**config.mk**
```make
export PLATFORM = sky130hd
export DESIGN_NAME = smi_alu
export DESIGN_NICKNAME = d
export VERILOG_FILES = /design/src/hw/rtl/stack_machine_interpreter_top_assert.svh /design/src/hw/rtl/smi_pkg.sv /design/src/hw/rtl/smi_alu.sv
export SDC_FILE = /design/constraint.sdc
export NUM_CORES = 1
export LEC_CHECK = 0
export ABC_AREA = 1
export BUFFER_PORTS_ARGS = -buffer_cell sky130_fd_sc_hd__buf_4
export CORE_MARGIN = 2
export CORE_UTILIZATION = 50
export DETAILED_ROUTE_END_ITERATION = 16
export PLACE_DENSITY_LB_ADDON = 0.25
export SLEW_MARGIN = 40
export SYNTH_ARGS = -nofsm -noshare
export SYNTH_HDL_FRONTEND = slang
export SYNTH_SLANG_ARGS = --single-unit
```
**constraint.sdc**
```tcl
create_clock -name clk -period 6.35 [get_ports clk]
set_input_delay 0.3175 -clock clk [delete_from_list [all_inputs] [get_ports clk]]
set_output_delay 0.3175 -clock clk [all_outputs]
set_load 0.05 [all_outputs]
```
**src/hw/rtl/stack_machine_interpreter_top_assert.svh**
```systemverilog
// assertion macros for the stack machine interpreter
`ifndef STACK_MACHINE_INTERPRETER_TOP_ASSERT_SVH
`define STACK_MACHINE_INTERPRETER_TOP_ASSERT_SVH

// same-cycle implication, checked out of reset
`define SMI_ASSERT_IMP(name, ante, cons, msg) \
  name: assert property (@(posedge clk) disable iff (!rst_n) (ante) |-> (cons)) \
    else $error(msg);

// next-cycle implication, checked out of reset
`define SMI_ASSERT_NXT(name, ante, cons, msg) \
  name: assert property (@(posedge clk) disable iff (!rst_n) (ante) |=> (cons)) \
    else $error(msg);

`endif

```
**src/hw/rtl/smi_pkg.sv**
```systemverilog
// shared types and constants for the stack machine interpreter
`timescale 1ns / 1ps

package smi_pkg;

  // storage sizes
  localparam int PROG_DEPTH  = 256;
  localparam int STACK_DEPTH = 64;
  localparam int PROG_AW     = $clog2(PROG_DEPTH);
  localparam int PC_W        = PROG_AW + 1;
  localparam int STACK_AW    = $clog2(STACK_DEPTH);
  localparam int SP_W        = STACK_AW + 1;

  // field widths
  localparam int OP_W     = 3;
  localparam int DATA_W   = 32;
  localparam int STEP_W   = 20;
  localparam int STATUS_W = 3;
  localparam int INSTR_W  = OP_W + DATA_W;

  localparam logic [STEP_W-1:0] STEP_LIMIT_RST = STEP_W'(65535);

  // opcodes
  localparam logic [OP_W-1:0] OP_PUSH   = 3'd0;
  localparam logic [OP_W-1:0] OP_STORE  = 3'd1;
  localparam logic [OP_W-1:0] OP_LOAD   = 3'd2;
  localparam logic [OP_W-1:0] OP_PLUS   = 3'd3;
  localparam logic [OP_W-1:0] OP_TIMES  = 3'd4;
  localparam logic [OP_W-1:0] OP_IFZERO = 3'd5;
  localparam logic [OP_W-1:0] OP_DONE   = 3'd6;

  // completion status codes
  localparam logic [STATUS_W-1:0] ST_OK    = 3'd0;
  localparam logic [STATUS_W-1:0] ST_UNDER = 3'd1;
  localparam logic [STATUS_W-1:0] ST_OVER  = 3'd2;
  localparam logic [STATUS_W-1:0] ST_RANGE = 3'd3;
  localparam logic [STATUS_W-1:0] ST_EMPTY = 3'd4;
  localparam logic [STATUS_W-1:0] ST_LIMIT = 3'd5;

  // sequencer states
  typedef enum logic [2:0] {
    S_LOAD,
    S_FETCH,
    S_DECODE,
    S_RDB,
    S_ALU,
    S_WB,
    S_EXEC
  } state_t;

  // control for the shared arithmetic unit
  typedef struct packed {
    logic en;
    logic mul;
  } alu_ctl_t;

endpackage

```
**src/hw/rtl/smi_alu.sv**
```systemverilog
// shared add / multiply unit with registered result
`timescale 1ns / 1ps

module smi_alu
  import smi_pkg::*;
(
  input  logic              clk,
  input  alu_ctl_t          ctl,
  input  logic [DATA_W-1:0] opa,
  input  logic [DATA_W-1:0] opb,
  output logic [DATA_W-1:0] res_r
);

  logic [DATA_W-1:0] res_nxt;

  // 32-bit wrapping sum or low half of product
  always_comb begin
    if (ctl.mul) begin
      res_nxt = opa * opb;
    end else begin
      res_nxt = opa + opb;
    end
  end

  always_ff @(posedge clk) begin
    if (ctl.en) begin
      res_r <= res_nxt;
    end
  end

endmodule

```
==> flow_metrics.tcl <==
set metrics [dict create \
    status "completed" \
    crit_chain "buf_6 > buf_6 > buf_4 > nand2_2 > inv_2 > fa_2 > fa_1 > inv_1 > fa_2 > fa_1 > inv_1 > fa_1 > fa_1 > fa_1 > fa_1 > ha_1 > buf_4 > nand2_2 > nor2_1 > a21oi_2 > nand3_2 > a21o_1 > o21ai_2 > o21ai_1" \
    cp-endpoint "res_r[29]" \
    initial_core_util 0.505 \
    min_path_type "input pin to register" \
    syn_area_um2 19500 \
    dr.pass1.iters 8 \
    grt_max_degree 51 \
    startpoint "opa[9]" \
    fp.coreArea_um2 38600 \
    worst-path-buf-inv 7 \
    area_growth_pct 19.5 \
    worstPathArrival_ns 6.27 \
    syn_inst 2630 \
    synth_edf_count 32 \
    synth_most_common_cell "inv_1" \
    worstSetupPathType "input pin to register" \
    cpPeakStageDelay_ns 0.58 \
    final_hold_viol_count 0 \
    grt_pass1_wl_mm 98.8 \
    drt-initial-drc-count 1439 \
    fin_crit_sh 0.982 \
    synth_top_area_frac 0.420 \
    io_buffers 98 \
    detail-route-antenna-nets 0 \
    nets 3496 \
    start_kind "input pin" \
    top_register "res_r" \
    endpoint_kind "register" \
    clkSinkCount 32 \
    period_needed_ns 6.24 \
    timing.hold.ws_ns 0.514 \
    cts_tree "yes" \
    numCtsBuffers 5 \
    relSlewSlack 0.571 \
    diodes 0 \
    grt_pass1_vias 18200 \
    fp.dieH_um 201 \
    rsz0062_at_grt "true" \
    clock_tree.root_cell "clkbuf_16" \
    synth_flop_cell "edfxtp_1" \
    crit_top_cell "fa_1" \
    synth_area_leaders "fa_1 (42%), inv_1 (15%), nand2_1 (14%), ha_1 (9.9%), edfxtp_1 (4.9%)" \
    avgViaCountPerCell 5.18 \
    syn_nets 3260 \
    ys_warn_count 0 \
    drcViolationCount 0 \
    cpMaxStageDelayCell "fa_1" \
    antenna_found_initial 1 \
    crit_fanout 7 \
    clock_path_buffers 2 \
    reg.largest.list "res_r x32" \
    num_vias 17500 \
    h-tree-depth 2 \
    synth.distinct_cells 38 \
    largest_reg_flops 32 \
    synthArstFlopShare 0 \
    wl_per_cell_um 18.7 \
    synth-seq-area-share 0.0493 \
    cts_hold_buffers 0 \
    rows 72 \
    crit_required_ns 6.38 \
    avgSynthCellArea_um2 7.40 \
    maxSlewViolCount 0 \
    setup_viol 0 \
    hpwl_mm 54.4 \
    die_w_um 201 \
    finalWirelength_mm 63.2 \
    drive_gt1_frac 0.174 \
    ios 99 \
    cp_top_family "adder cells" \
    ys_ff_latch 32 \
    synth_top_area_cell "fa_1" \
    max_slew.worst_pin.slew_ns 0.643 \
    cp.depth 24 \
    grtUsageTotal 0.315 \
    die_area_um2 40500 \
    place.gp.congestion 0.978 \
    synthTopCellsByCount "inv_1 (787), nand2_1 (734), fa_1 (409)" \
    fmax_mhz 160 \
    clk_pin_slew_worst_paths_ns 0.06 \
    grt-ovfl-total 0 \
    maxCapViolations 0 \
]
==> stage by stage <==
step / cell area [µm²] / instances / setup TNS (ns) / setup WS [ns] / util
6_report: 23300 / 3385 / 0 / 0.113 / 0.604
5_1_grt: 23300 / 3385 / -0.399 / -0.0818 / 0.604
4_1_cts: 22400 / 3369 / -0.00953 / -0.00953 / 0.582
3_5_place_dp: 22200 / 3361 / -4.04 / -0.523 / 0.576
3_3_place_gp: 22200 / 3361 / -3.47 / -0.451 / 0.576
2_1_floorplan: 19600 / 2630 / 0 / 0.00302 / -
==> kinds of logic after synthesis <==
family	after synthesis	synth area share
adders and majority gates	563	0.519
and+or+nand+nor	881	0.178
DFF	32	0.0493
buffers and inverters	895	0.175
xor gates and xnor gates	33	0.0148
AOI/OAI and AO/OA	226	0.0630
==> worst min-delay path by stage <==
stage                      endpoint  slack (ns)       from  depth (start not counted)
final                      res_r[4]        0.51     ctl[1]                          1
after global routing       res_r[4]        0.53     ctl[1]                          1
after CTS                  res_r[4]        0.52     ctl[1]                          1
after detailed placement  res_r[15]        0.80  res_r[15]                          1
after global placement     res_r[4]        0.80   res_r[4]                          1
after floorplan            res_r[0]        0.43     ctl[1]                          0
==> routing by layer <==
metal	part of all wire	routed length, µm	vias up	track usage
li1	-	-	8024	-
met1	0.41	25800	8599	0.443
met2	0.46	28900	793	0.506
met3	0.096	6070	119	0.0496
met4	0.038	2390	2	0.0924
met5	0.00024	15	-	0
==> area by class of cell <==
cell class                      count  area, µm²
Inverter                          788       2960
Multi-Input combinational cell   1703      15600
Tap cell                          518        648
Fill cell                        3583      15300
Sequential cell                    32        961
Clock inverter                      3       23.8
Clock buffer                        5        125
Timing Repair Buffer              336       2920
==> layout by cell type (no fill, tap or decap), drive strengths merged, types with 2 or more instances in the layout <==
cell type | netlist | layout
nand3 | 59 | 59
nor4 | 3 | 3
nor3 | 6 | 6
or2 | 4 | 4
o21ai | 92 | 92
nand4 | 7 | 7
o21a | 5 | 5
a21o | 6 | 6
buf | 29 | 336
clkbuf | 78 | 5
a31oi | 3 | 3
a221oi | 4 | 4
xnor2 | 18 | 18
o21bai | 8 | 8
edfxtp | 32 | 32
ha | 154 | 154
clkinvlp | 0 | 2
nand3b | 6 | 6
xor2 | 15 | 15
nand2 | 739 | 739
nor2 | 56 | 56
inv | 788 | 788
fa | 409 | 409
a21oi | 106 | 106
==> timing repair <==
| action | CTS | global route |
|---|---|---|
| pin swaps | 4 | 143 |
| resized for setup | 12 | 220 |
| endpoints found under the setup margin | 8 | 15 |
| buffers inserted | 0 | 18 |
Power is not shown: default switching activity piles up to over one toggle a cycle in this logic, so the estimate is an artifact.
